===== config.mk =====
export PLATFORM = sky130hd
export DESIGN_NAME = coin_peak_classifier_framer
export DESIGN_NICKNAME = d
export VERILOG_FILES = /design/src/rtl/core/cpcf_pkg.sv /design/src/rtl/core/coin_peak_classifier_framer.sv /design/src/rtl/core/cpcf_front.sv /design/src/rtl/core/cpcf_queue.sv /design/src/rtl/core/cpcf_back.sv
export SDC_FILE = /design/constraint.sdc
export NUM_CORES = 1
export LEC_CHECK = 0
export BUFFER_PORTS_ARGS = -buffer_cell sky130_fd_sc_hd__buf_2
export CELL_PAD_IN_SITES_DETAIL_PLACEMENT = 1
export CELL_PAD_IN_SITES_GLOBAL_PLACEMENT = 1
export CORE_ASPECT_RATIO = 1.2
export CORE_MARGIN = 2
export CORE_UTILIZATION = 30
export DETAILED_ROUTE_END_ITERATION = 10
export GPL_TIMING_DRIVEN = 0
export MAX_ROUTING_LAYER = met4
export PLACE_DENSITY = 0.66
export SLEW_MARGIN = 5
export SYNTH_ARGS = -nofsm -noshare
export SYNTH_HDL_FRONTEND = slang
export SYNTH_SLANG_ARGS = --single-unit

===== constraint.sdc =====
create_clock -name clk -period 4.7 [get_ports clk]
set_input_delay 0 -clock clk [delete_from_list [all_inputs] [get_ports clk]]
set_output_delay 0 -clock clk [all_outputs]
set_load 0.005 [all_outputs]

===== src/rtl/core/cpcf_pkg.sv =====
// ----------------------------------------------------------------------------
// cpcf_pkg
// Shared types and constants of the coin peak classifier and framer.
// ----------------------------------------------------------------------------
package cpcf_pkg;

  localparam int SAMPLE_W  = 10;
  localparam int TOTAL_W   = 24;
  localparam int NUM_WIN   = 4;
  localparam int NUM_REGS  = 2 * NUM_WIN;
  localparam int REG_IDX_W = 4;
  localparam int WIN_IDX_W = 2;
  localparam int LEN_W     = 2;
  localparam int BIDX_W    = 3;

  localparam logic [TOTAL_W-1:0] TOTAL_MAX = 24'hFF_FFFF;

  // input kinds carried on in_tuser
  localparam logic OP_SAMPLE = 1'b0;
  localparam logic OP_EDGE   = 1'b1;

  // register indexes
  localparam logic [REG_IDX_W-1:0] REG_TEN_LOW          = 4'd0;
  localparam logic [REG_IDX_W-1:0] REG_TEN_HIGH         = 4'd1;
  localparam logic [REG_IDX_W-1:0] REG_FIFTY_LOW        = 4'd2;
  localparam logic [REG_IDX_W-1:0] REG_FIFTY_HIGH       = 4'd3;
  localparam logic [REG_IDX_W-1:0] REG_HUNDRED_LOW      = 4'd4;
  localparam logic [REG_IDX_W-1:0] REG_HUNDRED_HIGH     = 4'd5;
  localparam logic [REG_IDX_W-1:0] REG_FIVEHUNDRED_LOW  = 4'd6;
  localparam logic [REG_IDX_W-1:0] REG_FIVEHUNDRED_HIGH = 4'd7;

  // frame bytes
  localparam logic [7:0] CLASS_NONE   = 8'hED;
  localparam logic [7:0] BYTE_START   = 8'h53;
  localparam logic [7:0] OPCODE_MONEY = 8'h08;
  localparam logic [7:0] BYTE_END     = 8'h45;

  // position of a byte within the run
  localparam logic [BIDX_W-1:0] BI_CLASS  = 3'd0;
  localparam logic [BIDX_W-1:0] BI_START  = 3'd1;
  localparam logic [BIDX_W-1:0] BI_OPCODE = 3'd2;
  localparam logic [BIDX_W-1:0] BI_LEN    = 3'd3;
  localparam logic [BIDX_W-1:0] BI_TOT0   = 3'd4;
  localparam logic [BIDX_W-1:0] BI_TOT1   = 3'd5;
  localparam logic [BIDX_W-1:0] BI_TOT2   = 3'd6;

  typedef struct packed {
    logic [7:0]         cls;
    logic [TOTAL_W-1:0] total;
    logic [LEN_W-1:0]   len;
  } frame_t;

  function automatic logic [SAMPLE_W-1:0] reg_reset(input logic [REG_IDX_W-1:0] idx);
    logic [SAMPLE_W-1:0] v;
    case (idx)
      REG_TEN_LOW:          v = 10'd10;
      REG_TEN_HIGH:         v = 10'd30;
      REG_FIFTY_LOW:        v = 10'd100;
      REG_FIFTY_HIGH:       v = 10'd200;
      REG_HUNDRED_LOW:      v = 10'd400;
      REG_HUNDRED_HIGH:     v = 10'd470;
      REG_FIVEHUNDRED_LOW:  v = 10'd490;
      REG_FIVEHUNDRED_HIGH: v = 10'd550;
      default:              v = '0;
    endcase
    return v;
  endfunction

  function automatic logic [TOTAL_W-1:0] coin_value(input logic [WIN_IDX_W-1:0] w);
    logic [TOTAL_W-1:0] v;
    case (w)
      2'd0:    v = 24'd10;
      2'd1:    v = 24'd50;
      2'd2:    v = 24'd100;
      2'd3:    v = 24'd500;
      default: v = '0;
    endcase
    return v;
  endfunction

  function automatic logic [7:0] coin_class(input logic [WIN_IDX_W-1:0] w);
    logic [7:0] v;
    case (w)
      2'd0:    v = 8'h44;
      2'd1:    v = 8'h55;
      2'd2:    v = 8'h66;
      2'd3:    v = 8'h77;
      default: v = CLASS_NONE;
    endcase
    return v;
  endfunction

endpackage


===== src/rtl/core/coin_peak_classifier_framer.sv =====
// ----------------------------------------------------------------------------
// coin_peak_classifier_framer
// Coin acceptor: peak tracking, window classification, running total and
// byte framing of each coin result.
// ----------------------------------------------------------------------------
// Throughput: one input item per cycle while the frame queue has room.
// A closing sensor edge's class byte passes the frame queue, then the output register.
// Each coin produces 6 to 8 output bytes, one per cycle while out_tready is high;
// up to QUEUE_DEPTH coin frames wait in the queue before in_tready drops.
// Reset (rst_n low, synchronous) clears peak, window, total, queue and
// output stage and restores the default window bounds.
module coin_peak_classifier_framer
  import cpcf_pkg::*;
#(
  parameter int QUEUE_DEPTH = 2
) (
  input  logic                 clk,
  input  logic                 rst_n,
  input  logic                 in_tvalid,
  output logic                 in_tready,
  input  logic [15:0]          in_tdata,   // [9:0] sample, [15:10] zero
  input  logic                 in_tuser,   // [0] operation
  output logic                 out_tvalid,
  input  logic                 out_tready,
  output logic [7:0]           out_tdata,  // [7:0] out_byte
  output logic                 out_tlast,
  input  logic                 cfg_valid,
  output logic                 cfg_ready,
  input  logic [REG_IDX_W-1:0] cfg_index,
  input  logic [SAMPLE_W-1:0]  cfg_data
);

  logic   accept;
  logic   push, pop, head_valid, full;
  frame_t push_frame, head;

  assign in_tready = !full;
  assign accept    = in_tvalid && in_tready;
  assign cfg_ready = 1'b1;

  cpcf_front u_front (
    .clk        (clk),
    .rst_n      (rst_n),
    .accept     (accept),
    .op         (in_tuser),
    .sample     (in_tdata[SAMPLE_W-1:0]),
    .cfg_we     (cfg_valid && cfg_ready),
    .cfg_index  (cfg_index),
    .cfg_data   (cfg_data),
    .push       (push),
    .push_frame (push_frame)
  );

  cpcf_queue #(
    .DEPTH (QUEUE_DEPTH)
  ) u_queue (
    .clk        (clk),
    .rst_n      (rst_n),
    .push       (push),
    .push_frame (push_frame),
    .pop        (pop),
    .head       (head),
    .head_valid (head_valid),
    .full       (full)
  );

  cpcf_back u_back (
    .clk        (clk),
    .rst_n      (rst_n),
    .head       (head),
    .head_valid (head_valid),
    .pop        (pop),
    .out_byte   (out_tdata),
    .out_last   (out_tlast),
    .out_valid  (out_tvalid),
    .out_ready  (out_tready)
  );

endmodule


===== src/rtl/core/cpcf_front.sv =====
// ----------------------------------------------------------------------------
// cpcf_front
// Takes input items, tracks the peak, classifies on the closing edge, keeps
// the running total and pushes one frame request per coin.
// ----------------------------------------------------------------------------
module cpcf_front
  import cpcf_pkg::*;
(
  input  logic                 clk,
  input  logic                 rst_n,
  input  logic                 accept,
  input  logic                 op,
  input  logic [SAMPLE_W-1:0]  sample,
  input  logic                 cfg_we,
  input  logic [REG_IDX_W-1:0] cfg_index,
  input  logic [SAMPLE_W-1:0]  cfg_data,
  output logic                 push,
  output frame_t               push_frame
);

  logic [SAMPLE_W-1:0] regs_r [NUM_REGS];
  logic [SAMPLE_W-1:0] peak_r, peak_nxt;
  logic                sampling_r, sampling_nxt;
  logic [TOTAL_W-1:0]  total_r, total_nxt;

  logic [NUM_WIN-1:0]   match;
  logic [WIN_IDX_W-1:0] win;
  logic                 hit;
  logic [TOTAL_W:0]     sum;

  always_comb begin
    for (int i = 0; i < NUM_WIN; i++) begin
      match[i] = (peak_r > regs_r[2*i]) && (peak_r < regs_r[2*i+1]);
    end
    // lowest window wins on overlap
    win = '0;
    hit = 1'b0;
    for (int i = NUM_WIN - 1; i >= 0; i--) begin
      if (match[i]) begin
        win = WIN_IDX_W'(i);
        hit = 1'b1;
      end
    end
  end

  assign sum = {1'b0, total_r} + {1'b0, coin_value(win)};

  always_comb begin
    peak_nxt     = peak_r;
    sampling_nxt = sampling_r;
    total_nxt    = total_r;
    push         = 1'b0;
    if (accept) begin
      if (op == OP_SAMPLE) begin
        if (sampling_r && (sample > peak_r)) begin
          peak_nxt = sample;
        end
      end else if (peak_r == '0) begin
        sampling_nxt = 1'b1;
      end else begin
        push         = 1'b1;
        peak_nxt     = '0;
        sampling_nxt = 1'b0;
        if (hit) begin
          total_nxt = sum[TOTAL_W] ? TOTAL_MAX : sum[TOTAL_W-1:0];
        end
      end
    end
  end

  always_comb begin
    push_frame.cls   = hit ? coin_class(win) : CLASS_NONE;
    push_frame.total = total_nxt;
    if (total_nxt[TOTAL_W-1:16] != '0) begin
      push_frame.len = 2'd3;
    end else if (total_nxt[15:8] != '0) begin
      push_frame.len = 2'd2;
    end else begin
      push_frame.len = 2'd1;
    end
  end

  always_ff @(posedge clk) begin
    if (!rst_n) begin
      peak_r     <= '0;
      sampling_r <= 1'b0;
      total_r    <= '0;
      for (int i = 0; i < NUM_REGS; i++) begin
        regs_r[i] <= reg_reset(REG_IDX_W'(i));
      end
    end else begin
      peak_r     <= peak_nxt;
      sampling_r <= sampling_nxt;
      total_r    <= total_nxt;
      if (cfg_we && (cfg_index < REG_IDX_W'(NUM_REGS))) begin
        regs_r[cfg_index[WIN_IDX_W:0]] <= cfg_data;
      end
    end
  end

endmodule


===== src/rtl/core/cpcf_queue.sv =====
// ----------------------------------------------------------------------------
// cpcf_queue
// Small FIFO of frame requests between the front and the byte serializer.
// ----------------------------------------------------------------------------
module cpcf_queue
  import cpcf_pkg::*;
#(
  parameter int DEPTH = 2
) (
  input  logic   clk,
  input  logic   rst_n,
  input  logic   push,
  input  frame_t push_frame,
  input  logic   pop,
  output frame_t head,
  output logic   head_valid,
  output logic   full
);

  localparam int PTR_W = (DEPTH > 1) ? $clog2(DEPTH) : 1;
  localparam int CNT_W = $clog2(DEPTH + 1);

  frame_t             mem_r [DEPTH];
  logic [PTR_W-1:0]   wr_ptr_r, rd_ptr_r;
  logic [CNT_W-1:0]   count_r;

  assign head       = mem_r[rd_ptr_r];
  assign head_valid = (count_r != '0);
  assign full       = (count_r == CNT_W'(DEPTH));

  always_ff @(posedge clk) begin
    if (push) begin
      mem_r[wr_ptr_r] <= push_frame;
    end
  end

  always_ff @(posedge clk) begin
    if (!rst_n) begin
      wr_ptr_r <= '0;
      rd_ptr_r <= '0;
      count_r  <= '0;
    end else begin
      if (push) begin
        wr_ptr_r <= (wr_ptr_r == PTR_W'(DEPTH - 1)) ? '0 : wr_ptr_r + 1'b1;
      end
      if (pop) begin
        rd_ptr_r <= (rd_ptr_r == PTR_W'(DEPTH - 1)) ? '0 : rd_ptr_r + 1'b1;
      end
      if (push && !pop) begin
        count_r <= count_r + 1'b1;
      end else if (pop && !push) begin
        count_r <= count_r - 1'b1;
      end
    end
  end

`ifndef SYNTHESIS
  a_no_overflow: assert property (@(posedge clk) disable iff (!rst_n)
    full |-> !push)
    else $error("frame request pushed into full queue");

  a_no_underflow: assert property (@(posedge clk) disable iff (!rst_n)
    pop |-> head_valid)
    else $error("frame request popped from empty queue");

  a_count_bound: assert property (@(posedge clk) disable iff (!rst_n)
    count_r <= CNT_W'(DEPTH))
    else $error("queue count out of range");

  a_count_step: assert property (@(posedge clk) disable iff (!rst_n)
    (push && !pop) |=> (count_r == $past(count_r) + 1'b1))
    else $error("queue count missed a push");
`endif

endmodule


===== src/rtl/core/cpcf_back.sv =====
// ----------------------------------------------------------------------------
// cpcf_back
// Serializes the head frame request into class byte and money frame, one
// byte per cycle while out_ready is high, through a registered output stage.
// ----------------------------------------------------------------------------
module cpcf_back
  import cpcf_pkg::*;
(
  input  logic       clk,
  input  logic       rst_n,
  input  frame_t     head,
  input  logic       head_valid,
  output logic       pop,
  output logic [7:0] out_byte,
  output logic       out_last,
  output logic       out_valid,
  input  logic       out_ready
);

  logic [BIDX_W-1:0] bidx_r, bidx_nxt;
  logic [7:0]        byte_r;
  logic              last_r;
  logic              valid_r, valid_nxt;
  logic              load;
  logic              at_end;
  logic [7:0]        cur_byte;

  assign load   = head_valid && (!valid_r || out_ready);
  assign at_end = (bidx_r == BI_TOT0 + BIDX_W'(head.len));
  assign pop    = load && at_end;

  always_comb begin
    case (bidx_r)
      BI_CLASS:  cur_byte = head.cls;
      BI_START:  cur_byte = BYTE_START;
      BI_OPCODE: cur_byte = OPCODE_MONEY;
      BI_LEN:    cur_byte = {6'd0, head.len};
      BI_TOT0:   cur_byte = at_end ? BYTE_END : head.total[7:0];
      BI_TOT1:   cur_byte = at_end ? BYTE_END : head.total[15:8];
      BI_TOT2:   cur_byte = at_end ? BYTE_END : head.total[23:16];
      default:   cur_byte = BYTE_END;
    endcase
  end

  always_comb begin
    bidx_nxt  = bidx_r;
    valid_nxt = valid_r;
    if (load) begin
      valid_nxt = 1'b1;
      bidx_nxt  = at_end ? BI_CLASS : bidx_r + 1'b1;
    end else if (out_ready) begin
      valid_nxt = 1'b0;
    end
  end

  always_ff @(posedge clk) begin
    if (load) begin
      byte_r <= cur_byte;
      last_r <= at_end;
    end
  end

  always_ff @(posedge clk) begin
    if (!rst_n) begin
      bidx_r  <= BI_CLASS;
      valid_r <= 1'b0;
    end else begin
      bidx_r  <= bidx_nxt;
      valid_r <= valid_nxt;
    end
  end

  assign out_byte  = byte_r;
  assign out_last  = last_r;
  assign out_valid = valid_r;

endmodule

==> impl_metrics.json <==
{
  "status": "finished, violations left",
  "violations": "hold timing",
  "antenna_found_initial": 1,
  "vias": 7881,
  "io_pins": 48,
  "hpwl_um": 20340,
  "cts.sinks": 195,
  "fp-row-count": 76,
  "cellPowerDensity_mw_per_mm2": 272.4,
  "start_kind": "flop",
  "area_growth_pct": 24.51,
  "ys_types": 70,
  "asyncSetResetFlopFracSynth": 0,
  "wire_per_inst_um": 18.97,
  "routed_wl_um": 30050,
  "core-area_mm2": 0.03566,
  "tightest_slew_ns": 0.8746,
  "synthCells": 980,
  "insertion_delay_ns": 0.46,
  "setup_viol": 0,
  "via_per_inst": 4.975,
  "power.leakage_nw": 5.352,
  "drive_gt1_frac": 0.2115,
  "layout_setup_ws_ns": 0.02876,
  "hold_ws_ns": -0.001060,
  "hp-class": "in -> reg",
  "drv_cap": 0,
  "synth-main-ff-cell": "edfxtp_1",
  "max_slew_margin": 0.4130,
  "dpl.cell_count": 1489,
  "slew_violations": 0,
  "start_util": 0.3020,
  "antenna_left": 0,
  "nNetsFinal": 1240,
  "clock-root-buffer": "clkbuf_16",
  "cp.arrival_ns": 4.84,
  "synth-edff-count": 151,
  "netlist_area_mm2": 0.01077,
  "cp.required_ns": 4.87,
  "skew_ns": 0.01796,
  "critPathCaptureType": "flop",
  "synth_nets": 1117,
  "grtUsageTotal": 0.1668,
  "clockBufferDepth": 2,
  "grt_pass1_vias": 8203,
  "port-buffer-count": 40,
  "hold_violations": 1,
  "cts_tree": "yes",
  "synth_seq_area_share": 0.5028,
  "dp_slack_ns": -1.675,
  "fin_crit_sh": 0.9939,
  "syn_area_per_cell_um2": 10.99,
  "clk_pin_slew_worst_paths_ns": 0.08,
  "fmax_mhz": 214.1,
  "numCtsBuffers": 17,
  "overflow": 0,
  "num_antenna_cells": 0,
  "finalCoreUtilization": 0.3761,
  "ys_ff_latch": 195,
  "grt_start_max_net_pins": 32,
  "dr.first_iter.drc_count": 417,
  "gp_congestion": 0.8455,
  "grt_pass1_wl_um": 45800,
  "die_h_um": 211.6,
  "critical_path.max_fanout": 8,
  "firstDrtPassIters": 5,
  "fp.dieArea_mm2": 0.03744,
  "htree_num_levels": 4,
  "die_x_um": 177.0,
  "period_needed_ns": 4.671,
  "yosysWarnings": 0,
  "worstSetupPathType": "reg -> reg",
  "fin_cells": 1584,
  "ir_drop_mv": 0.1685,
  "drc_errors": 0
}
power by group:
group / leakage [nW] / internal, mW / switching (mW)
registers: 1.79 / 1.89 / 0.0192
clock network: 0.296 / 0.723 / 0.767
logic: 3.26 / 0.0990 / 0.152
total: 5.35 / 2.71 / 0.938
worst max-delay path, stage by stage, from the launching register on:
cell       delay (ns)
dfxtp_4          0.40
buf_4            0.16
ha_4             0.23
and4_1           0.17
nor3b_4          0.16
a211oi_2         0.29
o221a_4          0.26
nor2b_4          0.16
o21bai_4         0.09
buf_12           0.14
nor2_4           0.13
ha_4             0.23
a2111oi_4        0.34
o21ai_4          0.12
a31oi_4          0.30
buf_6            0.15
nor4b_4          0.05
and4bb_2         0.34
o22ai_4          0.08
nor4_2           0.26
buf_4            0.17
nand4bb_1        0.14
repair_timing:
action,4_1_cts,5_1_grt
setup endpoints to repair,76,9
setup buffers,20,25
gates resized for setup,68,58
endpoints found under the hold margin,18,0
gates cloned,0,1
pin swaps,13,36
hold buffers,17,0
registers in the layout (all words and copies together), names as in the netlist, named ones only:
signal / count
u_back.out_byte: 8
u_back.bidx_r: 3
u_queue.mem_r: 62
u_front.regs_r: 80
u_queue.rd_ptr_r: 1
u_front.sampling_r: 1
u_queue.count_r: 2
u_front.total_r: 24
u_front.peak_r: 10
u_queue.wr_ptr_r: 1
u_back.out_valid: 1
u_back.out_last: 1
placed cells by master (no fill, tap or decap), drive strengths merged, types with 8 or more instances in the layout:
cell,count
a31oi,12
a21boi,13
o21ai,29
buf,94
nand3,16
dlygate4sd3,17
nor2b,14
nand2,49
dfxtp,44
nor3,8
xnor2,10
edfxtp,151
or3,30
mux2i,13
nand2b,19
nand4,22
o221a,9
mux2,10
clkbuf,40
ha,100
nand4b,10
a21oi,46
a21o,31
clkinv,9
and2,78
nor2,40
inv,109
worst paths after layout:
path                                   from                            endpoint  slack, ns  cells after the start
max          u_front.peak_r[5]$_SDFFE_PN0P_       u_queue.mem_r[0][1]$_DFFE_PP_       0.03                     21
min                             cfg_data[1]  u_front.regs_r[1][1]$_SDFFCE_PN1P_     -0.001                      2
max reg2reg  u_front.peak_r[5]$_SDFFE_PN0P_       u_queue.mem_r[0][1]$_DFFE_PP_       0.03                     21
min reg2reg   u_front.total_r[0]$_SDFF_PN0_       u_queue.mem_r[0][2]$_DFFE_PP_       0.54                      1
cells in the mapped netlist, types with 6 or more instances:
cell      instances  area [um^2]
a31oi_2           6        75.07
inv_1           102        382.9
and2_1           77        481.7
and3_1            7        43.79
a22oi_1           7        52.55
clkbuf_1         23        86.33
and4_1            7        61.31
nand4b_1         10        87.58
o221a_2           7        78.83
o21ai_0          28        140.1
nor2_1           38        142.6
nand2b_1         19        118.9
a21oi_1          44        220.2
a21boi_0         13        97.59
nand3_1          16        80.08
nand4_1          22        137.6
mux2_2            9        101.4
or3_1            30        187.7
a31oi_1           6        37.54
nor3_1            8        40.04
dfxtp_1          44        880.8
mux2i_1          13        130.1
nand2_1          48        180.2
nor4_1            7        43.79
nor2b_1          14        87.58
ha_1            100         1251
edfxtp_1        151         4534
a21o_1           30        225.2
a211oi_1          7        52.55
xnor2_1          10        87.58
layout make-up:
class                   instances  area [um^2]
flip-flops and latches        195         5450
clock inverters                15        181.4
clock buffers                  17        425.4
well taps                     468        585.6
inverters                     104        399.1
multi-input cells             651         5384
plain buffers                  31        167.7
repair buffers                103        817.0
fillers                      3940        22250
logic make-up after synthesis:
| family | after synthesis | synth area share |
|---|---|---|
| XOR/XNOR | 15 | 0.01220 |
| other | 1 | 0.0003482 |
| flip-flops | 195 | 0.5028 |
| AND/OR/NAND/NOR | 329 | 0.1762 |
| multiplexers | 23 | 0.02254 |
| adder cells (fa/ha/maj) | 101 | 0.1180 |
| AO/OA/AOI/OAI | 181 | 0.1159 |
| buffers and inverters | 135 | 0.05193 |
through the flow:
| step | area (um^2) | TNS (ns) | hold WS (ns) | power (mW) |
|---|---|---|---|---|
| 4_1_cts | 12800 | 0 | 0.0003345 | 3.668 |
| 3_5_place_dp | 11580 | -88.46 | 0.3267 | 2.175 |
| 2_1_floorplan | 10770 | 0 | 0.1749 | 2.081 |
| 3_3_place_gp | 11560 | -75.55 | 0.3180 | 2.162 |
| 6_report | 13410 | 0 | -0.001060 | 3.653 |
| 5_1_grt | 13410 | -0.2562 | 0.007278 | 3.783 |
layer usage:
layer / share of wire / track usage
met5: 0 / -
met4: 0.032 / 0.07438
met3: 0.026 / 0.02191
met2: 0.53 / 0.2999
met1: 0.41 / 0.1825
No activity file was read; power rests on OpenSTA's default activity.
